===== src/design/ssatc_pkg.sv =====
`default_nettype none
package ssatc_pkg;

    // Field widths
    localparam int TICKS_W  = 17;
    localparam int SERVO_W  = 14;
    localparam int MCMD_W   = 2;
    localparam int LEVEL_W  = 16;
    localparam int DUR_W    = 11;
    localparam int DIST_W   = 16;
    localparam int THRESH_W = 11;
    localparam int STEP_W   = 8;
    localparam int CFG_IDX_W  = 2;
    localparam int CFG_DATA_W = 16;

    // Servo limits
    localparam int SERVO_MIN    = 300;
    localparam int SERVO_MAX    = 8000;
    localparam int SERVO_CENTRE = SERVO_MAX / 2;

    // Distance: ticks * 0.0343 / 2 cm in 1/16 cm, as (ticks * 17985) >> 16
    localparam int DIST_SCALE = 17985;

    // Angle: sweep * 180 / SERVO_MAX == sweep * 9 / 400
    localparam int ANG_NUM      = 9;
    localparam int ANG_DIV      = 400;
    localparam int ANG_RECIP    = 41943;   // floor(2^24 / 400)
    localparam int ANG_SHIFT    = 24;
    localparam int ANGLE_MID    = 90;

    // Turn time: diff * 1750 / 90 == diff * 175 / 9
    localparam int TURN_NUM     = 175;
    localparam int TURN_RECIP   = 58255;   // ceil(2^19 / 9)
    localparam int TURN_SHIFT   = 19;

    // Motor commands
    localparam logic [MCMD_W-1:0] MOTOR_STOP  = 2'd0;
    localparam logic [MCMD_W-1:0] MOTOR_FWD   = 2'd1;
    localparam logic [MCMD_W-1:0] MOTOR_RIGHT = 2'd2;
    localparam logic [MCMD_W-1:0] MOTOR_LEFT  = 2'd3;

    // Configuration register indexes
    localparam logic [CFG_IDX_W-1:0] CFG_DETECT = 2'd0;
    localparam logic [CFG_IDX_W-1:0] CFG_STOP   = 2'd1;
    localparam logic [CFG_IDX_W-1:0] CFG_STEP   = 2'd2;
    localparam logic [CFG_IDX_W-1:0] CFG_SPEED  = 2'd3;

    localparam logic [THRESH_W-1:0] DETECT_RESET = 11'd335;
    localparam logic [THRESH_W-1:0] STOP_RESET   = 11'd67;
    localparam logic [STEP_W-1:0]   STEP_RESET   = 8'd50;
    localparam logic [LEVEL_W-1:0]  SPEED_RESET  = 16'd14286;

    typedef struct packed {
        logic load;
        logic angle;
        logic quot;
        logic scale;
        logic commit;
    } t_cmd;

    typedef struct packed {
        logic out_free;
    } t_status;

endpackage
`default_nettype wire


===== src/design/ssatc_meas_if.sv =====
`default_nettype none
interface ssatc_meas_if;
    import ssatc_pkg::*;

    logic               valid;
    logic               ready;
    logic [TICKS_W-1:0] echo_ticks;
    logic               echo_valid;

    modport source (output valid, output echo_ticks, output echo_valid, input ready);
    modport sink   (input valid, input echo_ticks, input echo_valid, output ready);
endinterface
`default_nettype wire


===== src/design/ssatc_res_if.sv =====
`default_nettype none
interface ssatc_res_if;
    import ssatc_pkg::*;

    logic               valid;
    logic               ready;
    logic [SERVO_W-1:0] servo_position;
    logic [MCMD_W-1:0]  motor_command;
    logic [LEVEL_W-1:0] motor_level;
    logic [DUR_W-1:0]   turn_duration_ms;
    logic               object_seen;
    logic [DIST_W-1:0]  distance_sixteenths;

    modport source (
        output valid, output servo_position, output motor_command, output motor_level,
        output turn_duration_ms, output object_seen, output distance_sixteenths,
        input ready
    );
    modport sink (
        input valid, input servo_position, input motor_command, input motor_level,
        input turn_duration_ms, input object_seen, input distance_sixteenths,
        output ready
    );
endinterface
`default_nettype wire


===== src/design/ssatc_ctrl.sv =====
`default_nettype none
module ssatc_ctrl (
    input  wire logic              i_clk,
    input  wire logic              i_rst_n,
    input  wire logic              i_in_valid,
    output logic                   o_in_ready,
    input  wire ssatc_pkg::t_status i_status,
    output ssatc_pkg::t_cmd        o_cmd
);
    import ssatc_pkg::*;

    localparam logic [2:0] S_IDLE   = 3'd0;
    localparam logic [2:0] S_ANGLE  = 3'd1;
    localparam logic [2:0] S_QUOT   = 3'd2;
    localparam logic [2:0] S_SCALE  = 3'd3;
    localparam logic [2:0] S_COMMIT = 3'd4;

    logic [2:0] r_state;
    logic [2:0] n_state;

    always_comb begin
        n_state    = r_state;
        o_cmd      = '0;
        o_in_ready = 1'b0;
        case (r_state)
            S_IDLE: begin
                o_in_ready = 1'b1;
                if (i_in_valid) begin
                    o_cmd.load = 1'b1;
                    n_state    = S_ANGLE;
                end
            end
            S_ANGLE: begin
                o_cmd.angle = 1'b1;
                n_state     = S_QUOT;
            end
            S_QUOT: begin
                o_cmd.quot = 1'b1;
                n_state    = S_SCALE;
            end
            S_SCALE: begin
                o_cmd.scale = 1'b1;
                n_state     = S_COMMIT;
            end
            S_COMMIT: begin
                // hold until the result register can take the transfer
                if (i_status.out_free) begin
                    o_cmd.commit = 1'b1;
                    n_state      = S_IDLE;
                end
            end
            default: n_state = S_IDLE;
        endcase
    end

    always_ff @(posedge i_clk) begin
        if (!i_rst_n) begin
            r_state <= S_IDLE;
        end else begin
            r_state <= n_state;
        end
    end

endmodule
`default_nettype wire


===== src/design/ssatc_dp.sv =====
`default_nettype none
module ssatc_dp (
    input  wire logic                              i_clk,
    input  wire logic                              i_rst_n,
    input  wire logic                              i_cfg_we,
    input  wire logic [ssatc_pkg::CFG_IDX_W-1:0]   i_cfg_index,
    input  wire logic [ssatc_pkg::CFG_DATA_W-1:0]  i_cfg_data,
    input  wire ssatc_pkg::t_cmd                   i_cmd,
    output ssatc_pkg::t_status                     o_status,
    input  wire logic [ssatc_pkg::TICKS_W-1:0]     i_echo_ticks,
    input  wire logic                              i_echo_valid,
    input  wire logic                              i_out_ready,
    output logic                                   o_out_valid,
    output logic [ssatc_pkg::SERVO_W-1:0]          o_servo_position,
    output logic [ssatc_pkg::MCMD_W-1:0]           o_motor_command,
    output logic [ssatc_pkg::LEVEL_W-1:0]          o_motor_level,
    output logic [ssatc_pkg::DUR_W-1:0]            o_turn_duration_ms,
    output logic                                   o_object_seen,
    output logic [ssatc_pkg::DIST_W-1:0]           o_distance_sixteenths
);
    import ssatc_pkg::*;

    // configuration
    logic [THRESH_W-1:0] r_detect;
    logic [THRESH_W-1:0] r_stop;
    logic [STEP_W-1:0]   r_step;
    logic [LEVEL_W-1:0]  r_speed;

    // tracking state
    logic [DIST_W-1:0]  r_dist;
    logic [SERVO_W-1:0] r_sweep;
    logic               r_desc;
    logic               r_aligned;
    logic               r_seen_before;
    logic [SERVO_W-1:0] r_servo;

    // per-item working registers
    logic        r_seen;
    logic        r_fwd;
    logic [9:0]  r_aq0;
    logic [8:0]  r_angle;
    logic        r_right;
    logic [15:0] r_sprod;

    // result register
    logic               r_out_valid;
    logic [SERVO_W-1:0] r_o_servo;
    logic [MCMD_W-1:0]  r_o_cmd;
    logic [LEVEL_W-1:0] r_o_level;
    logic [DUR_W-1:0]   r_o_dur;
    logic               r_o_seen;
    logic [DIST_W-1:0]  r_o_dist;

    logic [31:0] w_dprod;
    logic [17:0] w_x;
    logic [33:0] w_aprod;
    logic [17:0] w_rem;
    logic [9:0]  w_angle10;
    logic [8:0]  w_diff;
    logic [31:0] w_tprod;
    logic [DUR_W-1:0] w_dur;

    logic [SERVO_W-1:0] n_base;
    logic [SERVO_W-1:0] n_sweep;
    logic               n_desc;

    assign w_dprod   = 32'(i_echo_ticks) * 32'(DIST_SCALE);
    assign w_x       = 18'(r_sweep) * 18'(ANG_NUM);
    assign w_aprod   = 34'(w_x) * 34'(ANG_RECIP);
    assign w_rem     = w_x - 18'(r_aq0) * 18'(ANG_DIV);
    // reciprocal estimate is at most one low
    assign w_angle10 = r_aq0 + 10'(w_rem >= 18'(ANG_DIV));
    assign w_diff    = (r_angle < 9'(ANGLE_MID)) ? 9'(ANGLE_MID) - r_angle
                                                 : r_angle - 9'(ANGLE_MID);
    assign w_tprod   = 32'(r_sprod) * 32'(TURN_RECIP);
    assign w_dur     = w_tprod[TURN_SHIFT+DUR_W-1:TURN_SHIFT];

    // sweep step, restarting from centre when the object was just lost
    always_comb begin
        n_base = r_seen_before ? SERVO_W'(SERVO_CENTRE) : r_sweep;
        if (r_desc) begin
            n_sweep = (SERVO_W'(r_step) > n_base) ? '0 : n_base - SERVO_W'(r_step);
        end else begin
            n_sweep = n_base + SERVO_W'(r_step);
        end
        n_desc = r_desc;
        if (n_sweep > SERVO_W'(SERVO_MAX)) begin
            n_desc = 1'b1;
        end
        if (n_sweep < SERVO_W'(SERVO_MIN)) begin
            n_desc = 1'b0;
        end
    end

    assign o_status.out_free = !r_out_valid || i_out_ready;

    always_ff @(posedge i_clk) begin
        if (!i_rst_n) begin
            r_detect <= DETECT_RESET;
            r_stop   <= STOP_RESET;
            r_step   <= STEP_RESET;
            r_speed  <= SPEED_RESET;
        end else if (i_cfg_we) begin
            case (i_cfg_index)
                CFG_DETECT: r_detect <= i_cfg_data[THRESH_W-1:0];
                CFG_STOP:   r_stop   <= i_cfg_data[THRESH_W-1:0];
                CFG_STEP:   r_step   <= i_cfg_data[STEP_W-1:0];
                CFG_SPEED:  r_speed  <= i_cfg_data[LEVEL_W-1:0];
                default: ;
            endcase
        end
    end

    // working pipeline, payload only
    always_ff @(posedge i_clk) begin
        if (i_cmd.angle) begin
            r_seen <= r_dist < {1'b0, r_detect, 4'b0000};
            r_fwd  <= r_dist > {1'b0, r_stop, 4'b0000};
            r_aq0  <= w_aprod[ANG_SHIFT+9:ANG_SHIFT];
        end
        if (i_cmd.quot) begin
            r_angle <= w_angle10[8:0];
        end
        if (i_cmd.scale) begin
            r_right <= r_angle < 9'(ANGLE_MID);
            r_sprod <= 16'(w_diff) * 16'(TURN_NUM);
        end
        if (i_cmd.commit) begin
            r_o_seen <= r_seen;
            r_o_dist <= r_dist;
            r_o_cmd   <= MOTOR_STOP;
            r_o_level <= '0;
            r_o_dur   <= '0;
            if (r_seen) begin
                if (!r_aligned) begin
                    r_o_cmd   <= r_right ? MOTOR_RIGHT : MOTOR_LEFT;
                    r_o_level <= r_speed;
                    r_o_dur   <= w_dur;
                    r_o_servo <= SERVO_W'(SERVO_CENTRE);
                end else begin
                    r_o_servo <= r_servo;
                    if (r_fwd) begin
                        r_o_cmd   <= MOTOR_FWD;
                        r_o_level <= r_speed;
                    end
                end
            end else begin
                r_o_servo <= n_base;
            end
        end
    end

    always_ff @(posedge i_clk) begin
        if (!i_rst_n) begin
            r_dist        <= '0;
            r_sweep       <= SERVO_W'(SERVO_MIN);
            r_desc        <= 1'b0;
            r_aligned     <= 1'b0;
            r_seen_before <= 1'b0;
            r_servo       <= SERVO_W'(SERVO_MIN);
            r_out_valid   <= 1'b0;
        end else begin
            if (i_cmd.load && i_echo_valid) begin
                r_dist <= w_dprod[31:16];
            end
            if (i_cmd.commit) begin
                r_out_valid <= 1'b1;
                if (r_seen) begin
                    r_seen_before <= 1'b1;
                    if (!r_aligned) begin
                        r_servo   <= SERVO_W'(SERVO_CENTRE);
                        r_aligned <= 1'b1;
                    end
                end else begin
                    r_seen_before <= 1'b0;
                    r_aligned     <= 1'b0;
                    r_servo       <= n_base;
                    r_sweep       <= n_sweep;
                    r_desc        <= n_desc;
                end
            end else if (i_out_ready) begin
                r_out_valid <= 1'b0;
            end
        end
    end

    assign o_out_valid           = r_out_valid;
    assign o_servo_position      = r_o_servo;
    assign o_motor_command       = r_o_cmd;
    assign o_motor_level         = r_o_level;
    assign o_turn_duration_ms    = r_o_dur;
    assign o_object_seen         = r_o_seen;
    assign o_distance_sixteenths = r_o_dist;

endmodule
`default_nettype wire


===== src/design/sonar_search_and_track_controller_unit.sv =====
// Sonar search-and-track controller. Each measurement transfer (echo ticks and a
// valid flag) yields exactly one result transfer: servo compare, motor command
// (stop, forward, turn right, turn left), wheel level, turn time in ms, a seen
// flag and the stored distance in 1/16 cm. A measurement is accepted and its
// echo time converted; three steps do the servo-angle and turn-time constant
// multiplies, and a commit step writes the result register, waiting while an
// earlier result is still held. No new measurement is taken before the commit.
// The user must write the configuration registers via i_cfg_we / i_cfg_index /
// i_cfg_data while no measurement is in flight; the block does not enforce this.
`default_nettype none
module sonar_search_and_track_controller_unit (
    input  wire logic                              i_clk,
    input  wire logic                              i_rst_n,
    input  wire logic                              i_cfg_we,
    input  wire logic [ssatc_pkg::CFG_IDX_W-1:0]   i_cfg_index,
    input  wire logic [ssatc_pkg::CFG_DATA_W-1:0]  i_cfg_data,
    ssatc_meas_if.sink                             i_meas,
    ssatc_res_if.source                            o_res
);
    import ssatc_pkg::*;

    t_cmd    w_cmd;
    t_status w_status;

    ssatc_ctrl u_ctrl (
        .i_clk      (i_clk),
        .i_rst_n    (i_rst_n),
        .i_in_valid (i_meas.valid),
        .o_in_ready (i_meas.ready),
        .i_status   (w_status),
        .o_cmd      (w_cmd)
    );

    ssatc_dp u_dp (
        .i_clk                 (i_clk),
        .i_rst_n               (i_rst_n),
        .i_cfg_we              (i_cfg_we),
        .i_cfg_index           (i_cfg_index),
        .i_cfg_data            (i_cfg_data),
        .i_cmd                 (w_cmd),
        .o_status              (w_status),
        .i_echo_ticks          (i_meas.echo_ticks),
        .i_echo_valid          (i_meas.echo_valid),
        .i_out_ready           (o_res.ready),
        .o_out_valid           (o_res.valid),
        .o_servo_position      (o_res.servo_position),
        .o_motor_command       (o_res.motor_command),
        .o_motor_level         (o_res.motor_level),
        .o_turn_duration_ms    (o_res.turn_duration_ms),
        .o_object_seen         (o_res.object_seen),
        .o_distance_sixteenths (o_res.distance_sixteenths)
    );

endmodule
`default_nettype wire


===== src/flat_wrapper.sv =====
// flat-port wrapper written by rule: the top's interface ports become plain ports
module sonar_search_and_track_controller_unit_flat import ssatc_pkg::*;
  (i_clk, i_rst_n, i_cfg_we, i_cfg_index, i_cfg_data, i_meas_valid, i_meas_echo_ticks, i_meas_echo_valid, i_meas_ready, o_res_valid, o_res_servo_position, o_res_motor_command, o_res_motor_level, o_res_turn_duration_ms, o_res_object_seen, o_res_distance_sixteenths, o_res_ready);
  ssatc_meas_if i_meas_i ();
  ssatc_res_if o_res_i ();
  input  wire logic i_clk;
  input  wire logic i_rst_n;
  input  wire logic i_cfg_we;
  input  wire logic [ssatc_pkg::CFG_IDX_W-1:0] i_cfg_index;
  input  wire logic [ssatc_pkg::CFG_DATA_W-1:0] i_cfg_data;
  input wire logic [$bits(i_meas_i.valid)-1:0] i_meas_valid;
  input wire logic [$bits(i_meas_i.echo_ticks)-1:0] i_meas_echo_ticks;
  input wire logic [$bits(i_meas_i.echo_valid)-1:0] i_meas_echo_valid;
  output wire logic [$bits(i_meas_i.ready)-1:0] i_meas_ready;
  output wire logic [$bits(o_res_i.valid)-1:0] o_res_valid;
  output wire logic [$bits(o_res_i.servo_position)-1:0] o_res_servo_position;
  output wire logic [$bits(o_res_i.motor_command)-1:0] o_res_motor_command;
  output wire logic [$bits(o_res_i.motor_level)-1:0] o_res_motor_level;
  output wire logic [$bits(o_res_i.turn_duration_ms)-1:0] o_res_turn_duration_ms;
  output wire logic [$bits(o_res_i.object_seen)-1:0] o_res_object_seen;
  output wire logic [$bits(o_res_i.distance_sixteenths)-1:0] o_res_distance_sixteenths;
  input wire logic [$bits(o_res_i.ready)-1:0] o_res_ready;
  assign i_meas_i.valid = i_meas_valid;
  assign i_meas_i.echo_ticks = i_meas_echo_ticks;
  assign i_meas_i.echo_valid = i_meas_echo_valid;
  assign i_meas_ready = i_meas_i.ready;
  assign o_res_valid = o_res_i.valid;
  assign o_res_servo_position = o_res_i.servo_position;
  assign o_res_motor_command = o_res_i.motor_command;
  assign o_res_motor_level = o_res_i.motor_level;
  assign o_res_turn_duration_ms = o_res_i.turn_duration_ms;
  assign o_res_object_seen = o_res_i.object_seen;
  assign o_res_distance_sixteenths = o_res_i.distance_sixteenths;
  assign o_res_i.ready = o_res_ready;
  sonar_search_and_track_controller_unit u_core (.i_clk(i_clk), .i_rst_n(i_rst_n), .i_cfg_we(i_cfg_we), .i_cfg_index(i_cfg_index), .i_cfg_data(i_cfg_data), .i_meas(i_meas_i), .o_res(o_res_i));
endmodule

===== config.mk =====
export PLATFORM = sky130hd
export DESIGN_NAME = sonar_search_and_track_controller_unit_flat
export DESIGN_NICKNAME = d
export VERILOG_FILES = /design/src/design/ssatc_pkg.sv /design/src/design/ssatc_meas_if.sv /design/src/design/ssatc_res_if.sv /design/src/design/ssatc_ctrl.sv /design/src/design/ssatc_dp.sv /design/src/design/sonar_search_and_track_controller_unit.sv /design/src/flat_wrapper.sv
export SDC_FILE = /design/constraint.sdc
export NUM_CORES = 1
export LEC_CHECK = 0
export BUFFER_PORTS_ARGS = -buffer_cell sky130_fd_sc_hd__buf_2
export CAP_MARGIN = 15
export CORE_MARGIN = 10
export CORE_UTILIZATION = 58
export CTS_CLUSTER_DIAMETER = 120
export CTS_CLUSTER_SIZE = 8
export DETAILED_ROUTE_END_ITERATION = 6
export MAX_ROUTING_LAYER = met4
export PLACE_DENSITY = 0.79
export REMOVE_ABC_BUFFERS = 1
export SLEW_MARGIN = 20
export SYNTH_ARGS = -nofsm -noshare
export SYNTH_HDL_FRONTEND = slang
export SYNTH_SLANG_ARGS = --single-unit

===== constraint.sdc =====
create_clock -name i_clk -period 7.76 [get_ports i_clk]
set_input_delay 0.388 -clock i_clk [delete_from_list [all_inputs] [get_ports i_clk]]
set_output_delay 0.388 -clock i_clk [all_outputs]
set_load 0.05 [all_outputs]

==> key figures <==
Route
  – Average wire per cell in the routed design: 17.5 microns
  – DR vias: 18307
  – Routed via count divided by cell count: 5.60
  – Count of antenna-violating nets left after detailed routing: 0
  – DRC errors left: 1
  – Count of routing violations after the opening detailed-route iteration: 1132
  – Overall routed net length: 57200 microns
  – Router iterations before antenna repair: 7

Synth
  – Post-Syn Area per Cell: 9.54 sq um
  – Synth warn: 0
  – Portion of the post-synthesis area used by sequential elements: 20.0%
  – Number of enable-type register cells in the synthesized netlist: 98
  – Fraction of registers with async set or reset after synthesis: 0%
  – Commonest register cell after synthesis: edfxtp_1
  – Synthesized instance count: 2553
  – Mapped Area: 24400 sq um
  – Yosys reg bits: 194
  – Fraction of synthesized cell area taken by the top area cell type: 27.1%
  – Leading cell types by total area after synthesis: ha_1 (27%), fa_1 (19%), edfxtp_1 (12%), inv_1 (8.3%), dfxtp_1 (7.9%)
  – Distinct cell type count of the synthesized netlist: 81
  – Cell type with the highest aggregate area in the netlist: ha_1

Floorplan
  – Number of I/O pins: 103
  – Initial standard-cell utilization of the core: 58.4%
  – Number of placement rows: 75
  – Die outline width: 225 microns
  – DIE AREA: 50600 sq um
  – Height of the die: 225 microns
  – Area of the core: 41800 sq um

Cells and area
  – Core Util, Final: 64.7%
  – Antenna diode count: 0
  – Share of cells above drive strength 1: 11.6%
  – Net count of the finished layout: 3521
  – Synth-to-layout area growth: 10.9%
  – Number of non-filler instances in the completed layout: 3268

Setup path
  – Endpoint arrival time on the critical path: 7.77 ns
  – Critical-path cell with the highest stage delay: fa_2
  – Worst EP required: 7.97 ns
  – Worst Path Max Fanout: 3
  – Nature of the critical path startpoint: flop
  – Classification of the worst setup path: flop to flop
  – Cell mode on critical path: inv_2
  – Max incr delay on CP: 0.53 ns
  – Worst setup EP type: flop

Place
  – Cell count after placement: 3225
  – HPWL after DPL: 47800 microns
  – Final Wtd Congestion: 0.969
  – Count of buffers inserted at the top-level ports: 102

Power
  – Net switching power: 0.00358 W
  – Internal power component: 0.00411 W
  – Pleak: 14.0 nW
  – Combinational group share of total power: 71.0%
  – Clock power share: 11.5%
  – Power Total: 0.00769 W
  – IR Drop Worst-Case VDD: 0.000607 V
  – Sequential Power Share: 17.5%
  – Switching share of total power: 46.6%
  – Power density over cell area: 285 nW/um^2

Timing
  – Worst-margin pin slew: 0.979 ns
  – Final-layout setup total negative slack: 0 ns
  – Final count of negative-setup-slack endpoints: 0
  – RSZ-0062 raised after global routing: true
  – Count of endpoints failing hold in the final timing report: 0
  – Max Clock Freq: 132 MHz
  – Headroom to the max-slew limit: 34.7%
  – Setup Skew: 0.0236 ns
  – Final number of max-transition violations: 0
  – Post-route clock period utilization: 97.5%
  – Tmin final: 7.56 ns

Status
  – Result of the run: complete, but fails checks
  – Violated checks: DRC

Clocking
  – Number of CTS-inserted buffers: 17
  – H-tree levels: 4
  – Number of buffers between clock root and the deepest sink: 2
  – Clk root buf: clkbuf_16
  – Clock transition time at the flip-flop clock pins of the worst setup and hold paths: 0.08 ns
  – Number of buffers added to fix hold violations after cts: 0
  – Clock tree from TritonCTS: built
  – Clock Latency Late Sink: 0.46 ns
  – Sink count of the clock tree: 194

Global route
  – GRT Total Usage: 23.5%
  – Number of global-route vias before repair: 18884
  – Pin count of the biggest net entering global routing: 76
  – Global-route wire length before repair: 93700 microns
  – Number of antenna violations at the first check in global routing: 0
  – GRT Residual Overflow: 0

Job
  – MaxCap Viol Count: 0

Hold path
  – Hold WC Path Type: primary input to flop
==> layout make-up <==
cell class | count | area (sq um)
clock buffer | 19 | 443
clock inverter | 13 | 138
fill | 3262 | 14700
inverter | 549 | 2060
multi-input combinational | 1769 | 17700
sequential | 194 | 4870
tap | 539 | 674
timing repair buffer | 185 | 1150
==> cells in the mapped netlist, drive strengths merged (8+ instances only) <==
cell and instances:
inv 547, ha 528, fa 236, nand2 192, a21oi 116, nor2 111, edfxtp 98, dfxtp 96
xnor2 76, nand3 52, o21ai 52, a21o 41, xor2 39, clkbuf 36, nor3 36, and2 22
o211ai 21, a211oi 20, nor2b 20, nand4 16, or2 15, a31oi 12, o21a 12, or3 12
o21bai 11, a21boi 8, mux2i 8, nand2b 8, nor3b 8
==> layout by cell type (no fill, tap or decap), types with 7 or more instances in the layout <==
| cell type | synthesis | routed |
|---|---|---|
| fa_1 | 236 | 232 |
| ha_4 | 0 | 12 |
| dfxtp_1 | 96 | 91 |
| or3_1 | 12 | 12 |
| ha_1 | 528 | 514 |
| xor2_1 | 39 | 38 |
| nand2_1 | 192 | 191 |
| a211o_1 | 7 | 7 |
| nor2b_1 | 20 | 20 |
| buf_4 | 0 | 81 |
| nor2_1 | 111 | 107 |
| clkbuf_16 | 0 | 17 |
| a21o_1 | 41 | 41 |
| a211oi_1 | 19 | 16 |
| edfxtp_1 | 98 | 98 |
| nand3_1 | 52 | 52 |
| nand4_1 | 15 | 15 |
| nor3_1 | 36 | 34 |
| o21a_1 | 12 | 12 |
| a21oi_1 | 116 | 112 |
| o21ai_0 | 46 | 43 |
| or2_2 | 11 | 10 |
| a21boi_0 | 7 | 7 |
| o211ai_1 | 21 | 21 |
| xnor2_1 | 76 | 70 |
| inv_2 | 5 | 15 |
| and2_1 | 22 | 22 |
| nand2b_1 | 8 | 7 |
| buf_2 | 0 | 102 |
| inv_1 | 542 | 532 |
| mux2i_1 | 8 | 8 |
| a31oi_1 | 12 | 11 |
| o21bai_1 | 11 | 11 |
==> path summary, 6_finish.rpt <==
| check | startpoint | to | slack (ns) | cells past startpoint |
|---|---|---|---|---|
| worst min-delay path | i_cfg_data[13] | u_core.u_dp.r_speed[13] | 0.14 | 3 |
| worst max register to register | u_core.u_dp.r_sweep[5] | u_core.u_dp.r_aq0[6] | 0.20 | 30 |
| worst min register to register | u_core.u_dp.r_speed[14] | u_core.u_dp.r_speed[14] | 0.45 | 2 |
| worst max-delay path | u_core.u_dp.r_sweep[5] | u_core.u_dp.r_aq0[6] | 0.20 | 30 |
==> cells by family after synthesis <==
logic type                 count (synthesis)  synth area share [%]
DFF                                      194                  20.0
and+or+nand+nor                          517                  9.98
muxes                                      9                 0.375
adders and majority gates                767                  46.6
AOI/OAI and AO/OA                        361                  9.83
xor gates and xnor gates                 115                  4.13
buffers and inverters                    590                  9.09
==> state kept, by name, indices dropped and copies added, names as in the netlist, 2 cells and up <==
signal	cells
u_core.u_dp.r_detect	11
u_core.u_dp.o_servo_position	14
u_core.u_dp.r_step	8
u_core.u_dp.o_turn_duration_ms	11
u_core.u_dp.r_aq0	10
u_core.u_ctrl.r_state	3
u_core.u_dp.r_sweep	14
u_core.u_dp.r_angle	9
u_core.u_dp.r_sprod	16
u_core.u_dp.o_distance_sixteenths	16
u_core.u_dp.r_servo	14
u_core.u_dp.r_dist	16
u_core.u_dp.r_speed	16
u_core.u_dp.o_motor_command	2
u_core.u_dp.o_motor_level	16
u_core.u_dp.r_stop	11
==> metal layers <==
layer  track usage [%]  wire length, microns
met5                 -                     0
met4              7.00                  1390
met3              2.50                  2570
met2              40.1                 29000
met1              28.8                 24300
==> power by group through the flow <==
stage / registers, W / clock network [W] / logic (W)
after floorplan: 0.00137 / 0 / 0.00406
after global placement: 0.00137 / 0 / 0.00517
after detailed placement: 0.00137 / 0 / 0.00539
after CTS: 0.00135 / 0.000891 / 0.00549
after global routing: 0.00135 / 0.000931 / 0.00631
final: 0.00135 / 0.000883 / 0.00546
==> critical path: cells and delay by family (launching register included) <==
family                     cells  cell delay, ns
AOI/OAI and AO/OA             11            2.63
xor gates and xnor gates       1            0.08
adders and majority gates      9            3.39
buffers and inverters          7            0.58
DFF                            1            0.34
and+or+nand+nor                2            0.31
==> what timing repair did <==
| item | CTS | global route |
|---|---|---|
| buffers inserted | 5 | 6 |
| setup endpoints to repair | 5 | 9 |
| pin swaps | 25 | 49 |
| gates resized for setup | 23 | 55 |
==> metrics by stage <==
step                      setup slack (ns)  hold slack, ns  cell area (sq um)
after CTS                          0.00929           0.124              26700
after floorplan                     -0.165           0.430              24200
after detailed placement            -0.117           0.446              25900
final                                0.196           0.139              27000
after global placement              0.0425           0.438              25900
after global routing               -0.0458           0.131              27000
Power figures use the tool's default switching activity.
